**config.mk**
```make
export PLATFORM = sky130hd
export DESIGN_NAME = bounded_unordered_bag_unit
export DESIGN_NICKNAME = d
export VERILOG_FILES = /design/src/design/bub_pkg.sv /design/src/design/bub_cell.sv /design/src/design/bounded_unordered_bag_unit.sv
export SDC_FILE = /design/constraint.sdc
export NUM_CORES = 1
export LEC_CHECK = 0
export BUFFER_PORTS_ARGS = -buffer_cell sky130_fd_sc_hd__buf_2
export CAP_MARGIN = 5
export CORE_UTILIZATION = 40
export CTS_CLUSTER_SIZE = 25
export DETAILED_ROUTE_END_ITERATION = 10
export GPL_ROUTABILITY_DRIVEN = 0
export RECOVER_POWER = 25
export SYNTH_ARGS = -nofsm -noshare
export SYNTH_HDL_FRONTEND = slang
export SYNTH_HIERARCHICAL = 1
export SYNTH_SLANG_ARGS = --single-unit
```
**constraint.sdc**
```tcl
create_clock -name clk -period 11.6 [get_ports clk]
set_input_delay 0 -clock clk [delete_from_list [all_inputs] [get_ports clk]]
set_output_delay 0 -clock clk [all_outputs]
set_load 0.03 [all_outputs]
```
**src/design/bub_pkg.sv**
```systemverilog
`timescale 1ns / 1ps

package bub_pkg;

  // Storage depth and derived widths.
  localparam int DEPTH   = 16;
  localparam int COUNT_W = 5;
  localparam int VALUE_W = 32;

  localparam logic [COUNT_W-1:0] DEPTH_CNT = COUNT_W'(DEPTH);

  // Request kinds.
  localparam logic [1:0] REQ_INSERT = 2'd0;
  localparam logic [1:0] REQ_REMOVE = 2'd1;
  localparam logic [1:0] REQ_QUERY  = 2'd2;

  typedef struct packed {
    logic [1:0]                req_type;
    logic signed [VALUE_W-1:0] item_value;
  } in_req_t;

  typedef struct packed {
    logic               ok;
    logic [COUNT_W-1:0] item_count;
  } out_res_t;

  // Control that the top level broadcasts to every cell.
  typedef struct packed {
    logic cmp_en;   // latch the per-cell match of the held request
    logic rem_en;   // apply a remove: cells at or past the first match shift down
    logic ins_en;   // apply an insert: the cell at the count position loads the item
  } cell_ctrl_t;

endpackage

```
**src/design/bub_cell.sv**
```systemverilog
`timescale 1ns / 1ps

module bub_cell (
  input  logic                         clk,
  input  logic [bub_pkg::COUNT_W-1:0]  cell_idx,
  input  bub_pkg::cell_ctrl_t          ctrl,
  input  logic [bub_pkg::VALUE_W-1:0]  req_value,
  input  logic [bub_pkg::COUNT_W-1:0]  count,
  input  logic [bub_pkg::VALUE_W-1:0]  upper_entry,
  input  logic                         hit_below,
  output logic                         hit_here_or_below,
  output logic [bub_pkg::VALUE_W-1:0]  entry
);
  import bub_pkg::*;

  logic [VALUE_W-1:0] entry_r;
  logic [VALUE_W-1:0] entry_nxt;
  logic               hit_r;
  logic               hit_nxt;
  logic               live;

  assign live              = cell_idx < count;
  assign hit_here_or_below = hit_below | hit_r;
  assign entry             = entry_r;

  // Only live cells may report a match, so unwritten storage is never compared.
  always_comb begin
    hit_nxt = hit_r;
    if (ctrl.cmp_en) begin
      hit_nxt = live && (entry_r == req_value);
    end
  end

  // A remove shifts every cell from the first match upward down by one.
  always_comb begin
    entry_nxt = entry_r;
    if (ctrl.ins_en && (cell_idx == count)) begin
      entry_nxt = req_value;
    end else if (ctrl.rem_en && hit_here_or_below) begin
      entry_nxt = upper_entry;
    end
  end

  always_ff @(posedge clk) begin
    entry_r <= entry_nxt;
    hit_r   <= hit_nxt;
  end

endmodule

```
**src/design/bounded_unordered_bag_unit.sv**
```systemverilog
`timescale 1ns / 1ps

// Bounded unordered bag: holds up to DEPTH signed 32-bit items packed in
// insertion order in a row of storage cells, one item per cell.
// A request (insert, remove or query) is presented on in_req and taken at a
// rising edge where start is high and busy is low. Each request yields exactly
// one result on out_res, valid for the single cycle in which out_strobe is high.
// The receiver cannot stall the result, so it must capture it in that cycle.
// After the accepting edge, every cell compares its entry against the held
// request in parallel and latches its match; then, in the update cycle, the
// first-match flag ripples along the cell row, the cells shift or load, and
// the count is updated; the registered result is then strobed on out_res.
// busy covers the compare and update cycles, so a new request can be taken at
// the edge that ends the strobe cycle but not earlier. The user must write the
// capacity register through cfg_we and cfg_wdata only while no request is in
// flight, which the block does not enforce; a value above DEPTH acts as DEPTH.
// Synchronous reset empties the bag, sets the capacity to sixteen and drops
// any request in flight; the entry storage itself is not cleared.
// Type code three is accepted and answered with ok low and the count unchanged.

module bounded_unordered_bag_unit (
  input  logic                         clk,
  input  logic                         rst_n,
  input  logic                         start,
  output logic                         busy,
  input  bub_pkg::in_req_t             in_req,
  input  logic                         cfg_we,
  input  logic [bub_pkg::COUNT_W-1:0]  cfg_wdata,
  output logic                         out_strobe,
  output bub_pkg::out_res_t            out_res
);
  import bub_pkg::*;

  logic               accept;
  in_req_t            req_r;
  logic               cmp_vld_r;
  logic               upd_vld_r;
  logic [COUNT_W-1:0] count_r;
  logic [COUNT_W-1:0] count_nxt;
  logic [COUNT_W-1:0] capacity_r;
  logic [COUNT_W-1:0] eff_cap;
  logic               can_insert;
  logic               found;
  logic               ok_nxt;
  cell_ctrl_t         ctrl;
  out_res_t           res_r;
  logic               strobe_r;

  logic [DEPTH:0]               hit_chain;
  logic [DEPTH-1:0][VALUE_W-1:0] entries;

  assign accept = start && !busy;
  assign busy   = cmp_vld_r || upd_vld_r;

  // Capacity beyond the physical depth is clamped.
  assign eff_cap    = (capacity_r > DEPTH_CNT) ? DEPTH_CNT : capacity_r;
  assign can_insert = count_r < eff_cap;
  assign found      = hit_chain[DEPTH];

  always_comb begin
    ctrl.cmp_en = cmp_vld_r;
    ctrl.rem_en = upd_vld_r && (req_r.req_type == REQ_REMOVE);
    ctrl.ins_en = upd_vld_r && (req_r.req_type == REQ_INSERT) && can_insert;
  end

  // Count and success flag for the request in its update cycle.
  always_comb begin
    count_nxt = count_r;
    ok_nxt    = 1'b0;
    unique case (req_r.req_type)
      REQ_INSERT: begin
        ok_nxt = can_insert;
        if (can_insert) begin
          count_nxt = count_r + COUNT_W'(1);
        end
      end
      REQ_REMOVE: begin
        ok_nxt = found;
        if (found) begin
          count_nxt = count_r - COUNT_W'(1);
        end
      end
      REQ_QUERY: begin
        ok_nxt = found;
      end
      default: begin
        ok_nxt = 1'b0;
      end
    endcase
  end

  // The first-match flag enters the row at cell zero and moves upward.
  assign hit_chain[0] = 1'b0;

  for (genvar i = 0; i < DEPTH; i++) begin : g_cell
    logic [VALUE_W-1:0] upper;
    if (i == DEPTH - 1) begin : g_last
      assign upper = entries[i];
    end else begin : g_mid
      assign upper = entries[i+1];
    end

    bub_cell u_cell (
      .clk               (clk),
      .cell_idx          (COUNT_W'(i)),
      .ctrl              (ctrl),
      .req_value         (req_r.item_value),
      .count             (count_r),
      .upper_entry       (upper),
      .hit_below         (hit_chain[i]),
      .hit_here_or_below (hit_chain[i+1]),
      .entry             (entries[i])
    );
  end

  always_ff @(posedge clk) begin
    if (!rst_n) begin
      cmp_vld_r  <= 1'b0;
      upd_vld_r  <= 1'b0;
      strobe_r   <= 1'b0;
      count_r    <= '0;
      capacity_r <= COUNT_W'(16);
    end else begin
      cmp_vld_r <= accept;
      upd_vld_r <= cmp_vld_r;
      strobe_r  <= upd_vld_r;
      if (upd_vld_r) begin
        count_r <= count_nxt;
      end
      if (cfg_we) begin
        capacity_r <= cfg_wdata;
      end
    end
  end

  always_ff @(posedge clk) begin
    if (accept) begin
      req_r <= in_req;
    end
    if (upd_vld_r) begin
      res_r.ok         <= ok_nxt;
      res_r.item_count <= count_nxt;
    end
  end

  assign out_strobe = strobe_r;
  assign out_res    = res_r;

`ifndef SYNTHESIS
  a_count_bound: assert property (@(posedge clk) disable iff (!rst_n)
    count_r <= DEPTH_CNT)
    else $error("stored count exceeds depth");

  a_cmp_then_upd: assert property (@(posedge clk) disable iff (!rst_n)
    cmp_vld_r |=> (upd_vld_r && !cmp_vld_r))
    else $error("compare cycle not followed by update cycle");

  a_upd_then_strobe: assert property (@(posedge clk) disable iff (!rst_n)
    upd_vld_r |=> (out_strobe && !busy))
    else $error("update cycle not followed by result strobe");

  a_count_step: assert property (@(posedge clk) disable iff (!rst_n)
    out_strobe && !out_res.ok |-> out_res.item_count == $past(count_r, 1))
    else $error("failed request changed the count");
`endif

endmodule

```
# Word-level counts from Yosys, hierarchy flattened
# Cells that the tools add are included.
# W data, S select, Z words.
[totals] inputBits=43 regBits=581 output_inout_bits=8 elab_cells=215
[op_classes] n_lt_le_gt_ge=18 n_bitwise=15 n_eq_ne=33 n_mux=35 n_reduce_logical=71 n_addsub=2
[ops] cell="$mux W32" count=30
[ops] cell="$eq A32 B32 Y1" count=16
[ops] cell="$logic_and A1 B1 Y1" count=51
[ops] cell="$eq A4 B5 Y1 const A" count=8
[ops] cell="$lt A4 B5 Y1 const A" count=8
[ops] cell="$reduce_bool A2 Y1" count=15
[ops] cell="$eq A3 B5 Y1 const A" count=4
[ops] cell="$lt A3 B5 Y1 const A" count=4
[ops] cell="$mux W5" count=3
[ops] cell="$or A1 B1 Y1" count=15
[ops] cell="$eq A2 B5 Y1 const A" count=2
[ops] cell="$lt A1 B5 Y1 const A" count=2
[ops] cell="$lt A2 B5 Y1 const A" count=2
[ops] cell="$pmux W5 S2" count=1
[ops] cell="$add A5 B1 Y5 const B" count=1
[ops] cell="$eq A1 B5 Y1 const A" count=1
[ops] cell="$gt A5 B5 Y1 const B" count=1
[ops] cell="$logic_not A5 Y1" count=1
[ops] cell="$lt A5 B5 Y1" count=1
[ops] cell="$sub A5 B1 Y5 const B" count=1
[ops] cell="$eq A2 B1 Y1 const B" count=1
[ops] cell="$eq A2 B2 Y1 const B" count=1
[ops] cell="$logic_not A2 Y1" count=1
[ops] cell="$pmux W1 S2" count=1
[ops] cell="other kinds (3)" count=3

# Longest topological paths before layout
# Gate-level depths: netlist of run 1.
[depth] ltp_word=17 mapped_depth=21 mapped_depth_nobuf=21

# Hierarchy
# The synthesis of run 1 kept the hierarchy.
[by_module_without_submodules] mod="bub_cell" cells_per_inst=130 instances=16 area_per_inst_um2=1893.1 seq_area_each_um2=991.0
[by_module_without_submodules] mod="bounded_unordered_bag_unit" cells_per_inst=160 instances=1 area_per_inst_um2=2153.3 seq_area_each_um2=1461.4

# Worst setup path after synthesis of run 1
# Ideal clock, no wire load.
[synth_path] path_kind="register to register" from="register, netlist name g_cell[0].u_cell/hit_r" to="register g_cell[15].u_cell.entry_r[0] (enable)" t_arrival_ps=5311 path_slack_ps=5895 synth_period_minus_slack_ps=5705 path_buffers=0 setup_ps=393 path_stages_with_launch=18 required_time_ps=11207 cell_sequence="edfxtp_1 or2_2 or2_2 or2_2 or2_2 or2_2 or2_2 or2_2 or2_2 or2_2 or2_2 or2_2 or2_2 or2_2 or2_2 or2_2 or2_2 a21o_1"
[synth_rtl] item="end signal, assigned" line="bub_cell.sv:45" source="entry_r <= entry_nxt;"
[synth_rtl] item="end, declared" line="bub_cell.sv:16" source="logic [VALUE_W-1:0] entry_r;"

==> impl_metrics.ini, run 1 <==
[clocking]
path_clk_slew_ps = 60
cts_tree = done
htree_levels = 3
worstSkewPairLatency_ps = 600
cts_buffers = 69
clkSinkCount = 581
root_buffer = clkbuf_16
cts_buffer_depth = 3

[timing]
finClkSkew_ps = 21.16
setup_tns_ps = 0
final_hold_viol_count = 0
setup_viol = 0
relSlewSlack_pct = -87.71
slew_viol_final = 508
fmax_mhz = 128.1
finalCriticalPeriod_ps = 7808
period_share_pct = 67.31
tightest_slew_ps = 2805
rsz0062_at_grt = no

[worst_setup_path]
crit_buf_inv = 2
rrSetupSlack_ps = 3790
r2r-start = count_r[2]
critPathTopFamily = simple AND/OR/NAND/NOR gates
worstPathRequired_ps = 11790
rr_worst_depth = 10
regToRegEndpoint = g_cell[3].u_cell/entry[9]
cp.arrival_ps = 8000
cp_max_fo = 33
cp-end-kind = flop
start_kind = flop
path_cells = clkbuf_1 -> ha_1 -> a21o_1 -> nand3_1 -> and3_1 -> and2_1 -> clkbuf_1 -> nand2_1 -> nor2_1 -> a21o_1
slowest_stage = nor2_1
critPathMaxStageDelay_ps = 1970
path_class = reg -> reg

[grt]
grt_overflow = 0
grt_usage_pct = 19.78
grt_max_degree = 36
grt_pass1_vias = 20560
antenna_found_initial = 2
grt_pass1_wl_um = 123600

[layout]
fin_nets = 2620
fin_util_pct = 45.66
syn2layout_area_growth_pct = 13.17
final_cell_mix = edfxtp_1 (568), mux2_2 (467), xor2_1 (464)
final_common_cell = edfxtp_1
design_area_um2 = 36720
fillers = 7125
drive_gt1_share_pct = 28.23

[yosys]
synth_edf_count = 568
synth_cell_types = 42
syn_inst = 2240
synth_seq_cells = 581
syn_area_um2 = 32440
ys_seq_area_share_pct = 53.38
ys_warn_count = 6
synth_flop_cell = edfxtp_1
syn_area_per_cell_um2 = 14.48
async_reset_ff_share_pct = 0

[hold_path]
worstHoldEndpoint = req_r[0]
hp-start = in_req[0]
hold_depth = 2
worstHoldPathType = in -> reg

[drt]
ant_nets = 0
route.detailed.drc = 0
num_vias = 18940
viasPerCell = 5.269
drtIter0Drc = 1163
detail_route.first_pass.iterations = 4
finalWirelength_um = 80960
avgRoutedWirePerCell_um = 22.53

[flow_run]
cap_violations = 16

[status]
violations = capacitance limit, slew limit
status = finished with violations

[die]
die_x_um = 286.8
start_util_pct = 40.34
die_y_um = 286.8
core_area_um2 = 80420
rows = 104
die_area_um2 = 82250
num_io_pins = 51

[power]
ir_drop_mv = 0.1025
p_leak_nw = 12.46
p_per_area_nw_per_um2 = 129.5

[placement]
dp_hpwl_um = 53630
port_buffers = 50
placed_area_um2 = 34110
## flip-flops by register name (all words and copies together), names as in the netlist
name	cells
count_r	5
g_cell.u_cell/hit_r	16
capacity_r	5
g_cell.u_cell/entry	512
out_strobe	1
out_res	6
upd_vld_r	1
req_r	34
cmp_vld_r	1
## worst register-to-register path, delay by kind of cell, from the launching register on
kind / cells / cell delay, ps
flops: 1 / 300
compound gates: 2 / 1220
fa+ha+maj: 1 / 460
simple gates: 5 / 2900
buf+inv: 2 / 2500
## routing by layer
metal | GRT usage (%) | up-vias | share of wire (%)
met5 | 0 | - | 0
met3 | 2.825 | 142 | 3.9
met2 | 36.41 | 392 | 53
li1 | - | 8824 | -
met4 | 6.330 | 0 | 2.6
met1 | 23.55 | 9579 | 41
## area by class of cell
type                       count  area (um2)  area share (%)
antenna                        1       2.502        0.006815
clock buffer                  94        1926           5.245
clock inverter                22       195.2          0.5316
inverter                      90       337.8          0.9201
multi-input combinational   1594       14420           39.28
sequential                   581       17320           47.16
tap                         1060        1326           3.612
timing repair buffer         152        1189           3.237
## cell families after synthesis
kind of cell	count (synthesis)	share of synthesized area [%]
adders and majority gates	89	3.432
DFF	581	53.38
AOI/OAI and AO/OA	92	1.967
muxes	516	17.90
xor gates and xnor gates	512	13.82
buffers and inverters	144	2.823
other	2	0.02315
and+or+nand+nor	304	6.661
## how the worst max path moves through the flow
stage,startpoint,end,slack (ps),cells past startpoint
6_report,count_r[2],g_cell[3].u_cell/entry[9],3790,10
5_1_grt,count_r[2],g_cell[7].u_cell/entry[14],3400,10
4_1_cts,g_cell[0].u_cell/hit_r,out_res[3],5610,20
3_5_place_dp,g_cell[0].u_cell/hit_r,out_res[3],5620,20
3_3_place_gp,g_cell[0].u_cell/hit_r,out_res[3],5660,21
2_1_floorplan,g_cell[0].u_cell/hit_r,g_cell[15].u_cell/entry[0],5900,17
## what timing repair did
item | 4_1_cts | 5_1_grt
gates resized for setup | 0 | 0
buffers inserted | 0 | 0
hold endpoints to repair | 47 | 0
hold buffers | 50 | 0
## cell usage after synthesis, drive strengths merged, types with 2 or more instances
master / instances / area share (%)
mux2i: 4 / 0.12
nor2: 22 / 0.62
a21oi: 25 / 0.39
xnor2: 48 / 1.3
nand2: 44 / 0.51
dfxtp: 13 / 0.80
and2: 7 / 0.13
xor2: 464 / 13
or2: 18 / 0.35
nand2b: 2 / 0.039
mux2: 512 / 18
nand3: 3 / 0.046
and3: 2 / 0.039
buf: 50 / 1.7
conb: 2 / 0.023
a21o: 17 / 0.39
nor4: 129 / 3.4
clkbuf: 4 / 0.046
nand4: 66 / 1.3
edfxtp: 568 / 53
a31oi: 19 / 0.37
ha: 89 / 3.4
nor3: 2 / 0.031
nor3b: 2 / 0.062
nor2b: 5 / 0.096
inv: 90 / 1.0
a211oi: 3 / 0.12
o21ai: 5 / 0.077
o2111ai: 16 / 0.43
## power by group
group | total (mW) | switching [mW] | internal [mW]
clock | 2.06 | 0.824 | 1.24
combinational | 0.356 | 0.232 | 0.124
sequential | 2.33 | 0.0180 | 2.32
## stage by stage
step	instances	hold slack [ps]	total power [mW]	setup WS, ps
final	3594	110.5	4.753	3792
after global routing	3593	95.11	4.924	3399
after CTS	3589	73.77	4.811	5611
after detailed placement	3423	178.1	2.715	5621
after global placement	3423	175.9	2.704	5660
after floorplan	2319	98.87	2.592	5895
No activity file was read; power rests on OpenSTA's default activity.
==> run 2, diff against run 1 <==
==> constraint.sdc (replaced) <==
create_clock -name clk -period 7.45 [get_ports clk]
set_input_delay 0 -clock clk [delete_from_list [all_inputs] [get_ports clk]]
set_output_delay 0 -clock clk [all_outputs]
set_load 0.03 [all_outputs]
==> run 2 against run 1 <==
Against the previous run: the flow still finishes with violations (capacitance limit, slew limit); total power grew 57%; setup slack worse by 2600 ps; combinational power is 55% higher; core utilization up 0.15 points; highest routed layer unchanged.
==> impl_metrics.ini, run 2 (same netlist as run 1, synthesis figures left out) <==
[status]
status = finished with violations
violations = capacitance limit, slew limit

[die]
die_y_um = 286.8
core_area_um2 = 80420
rows = 104
start_util_pct = 40.34
die_x_um = 286.8
num_io_pins = 51
die_area_um2 = 82250

[timing]
finClkSkew_ps = 20.42
slew_viol_final = 219
setup_tns_ps = 0
setup_viol = 0
relSlewSlack_pct = -54.31
tightest_slew_ps = 2315
final_hold_viol_count = 0
period_share_pct = 84.53
rsz0062_at_grt = no
finalCriticalPeriod_ps = 6297
fmax_mhz = 158.8

[worst_setup_path]
path_class = reg -> reg
rr_worst_depth = 11
start_kind = flop
cp.arrival_ps = 6500
cp.depth = 11
critPathCapture = g_cell[10].u_cell/entry[3]
regToRegEndpoint = g_cell[10].u_cell/entry[3]
worstPathRequired_ps = 7650
r2r-start = count_r[2]
crit_start = count_r[2]
critPathTopFamily = buffers and inverters
path_cells = clkbuf_1 -> ha_1 -> a21o_1 -> nand3_1 -> and3_1 -> and2_0 -> buf_4 -> nand2_1 -> nor2_4 -> clkbuf_1 -> a21o_1
cp-end-kind = flop
crit_buf_inv = 3
critPathMaxStageDelay_ps = 1280
slowest_stage = clkbuf_1
rrSetupSlack_ps = 1150
cp_max_fo = 33

[drt]
avgRoutedWirePerCell_um = 22.33
route.detailed.drc = 0
finalWirelength_um = 80450
ant_nets = 0
num_vias = 18930
drtIter0Drc = 989
detail_route.first_pass.iterations = 5
viasPerCell = 5.253

[power]
ir_drop_mv = 0.1510
report.power.total_mw = 7.475
intPower_mw = 5.748
switchingPower_mw = 1.727
switching_share_pct = 23.10
clkPwrFrac_pct = 44.0
power_frac_comb_pct = 7.4
pwr-share-seq_pct = 48.6
p_per_area_nw_per_um2 = 202.9
p_leak_nw = 12.47

[flow_run]
cap_violations = 7

[clocking]
cts_tree = done
ctsHoldBuffers = 50
htree_levels = 3
path_clk_slew_ps = 50
root_buffer = clkbuf_16
worstSkewPairLatency_ps = 600
cts_buffer_depth = 3
cts_setup_buffers = 0
clkSinkCount = 581
ctsResizeCount = 0
cts_buffers = 69

[layout]
drive_gt1_share_pct = 29.22
n_antenna_cell = 0
fin_nets = 2622
fillers = 7164
final_common_cell = edfxtp_1
largest_reg_flops = 512
final_cells = 3603
syn2layout_area_growth_pct = 13.54
final_cell_mix = edfxtp_1 (568), mux2_2 (472), xor2_1 (464)

[grt]
grt_pass1_wl_um = 123200
grt_usage_pct = 19.62
grt_overflow = 0
grt_pass1_vias = 20520
antenna_found_initial = 1
grt_max_degree = 36

[placement]
port_buffers = 50
dp_hpwl_um = 53470
dp.cells = 3427

[hold_path]
worstHoldPathType = in -> reg
-- run 2: changes by cell type in the layout (fill, tap and decap cells not counted), sizes merged --
cell / delta
buf: -1
bufinv: +1
clkbuf: -2
clkinv: +3
clkinvlp: +4
diode: -1
inv: +5
-- run 2: final cells by class --
| cell class | count | area, um2 | share of cell area, % |
|---|---|---|---|
| multi-input cells | 1594 | 14510 | 39.40 |
| clock buffers | 89 | 1874 | 5.088 |
| clock inverters | 35 | 312.8 | 0.8492 |
| inverters | 90 | 337.8 | 0.9171 |
| repair buffers | 154 | 1154 | 3.132 |
| well taps | 1060 | 1326 | 3.601 |
| flip-flops and latches | 581 | 17320 | 47.01 |
-- run 2: power by group through the flow --
stage | logic [mW] | registers, mW | clock network [mW]
6_report | 0.552 | 3.63 | 3.29
5_1_grt | 0.601 | 3.64 | 3.50
4_1_cts | 0.549 | 3.63 | 3.38
3_5_place_dp | 0.526 | 3.70 | 0
3_3_place_gp | 0.511 | 3.70 | 0
2_1_floorplan | 0.263 | 3.77 | 0
-- run 2: layer usage --
| metal | global-route usage, % | wire length [um] | up-vias |
|---|---|---|---|
| li1 | - | - | 8845 |
| met1 | 23.73 | 33300 | 9642 |
| met2 | 36.29 | 42760 | 320 |
| met3 | 2.397 | 2646 | 121 |
| met4 | 5.678 | 1746 | 0 |
| met5 | 0 | 0 | - |
-- run 2: how the worst min path moves through the flow --
| stage | startpoint | endpoint | slack (ps) | depth (start not counted) |
|---|---|---|---|---|
| 2_1_floorplan | in_req[0] | req_r[0] | 100 | 0 |
| 3_3_place_gp | in_req[33] | req_r[33] | 180 | 1 |
| 3_5_place_dp | in_req[25] | req_r[25] | 180 | 1 |
| 4_1_cts | in_req[7] | req_r[7] | 70 | 2 |
| 5_1_grt | in_req[25] | req_r[25] | 90 | 2 |
| 6_report | in_req[32] | req_r[32] | 110 | 2 |
-- run 2: metrics by stage --
step	area [um2]	hold slack, ps	utilization [%]	setup slack [ps]
2_1_floorplan	32740	98.87	-	1745
3_3_place_gp	34140	175.9	42.45	1498
3_5_place_dp	34140	178.1	42.45	1452
4_1_cts	36820	71.85	45.79	1434
5_1_grt	36840	91.99	45.81	784.8
6_report	36840	107.8	45.81	1153
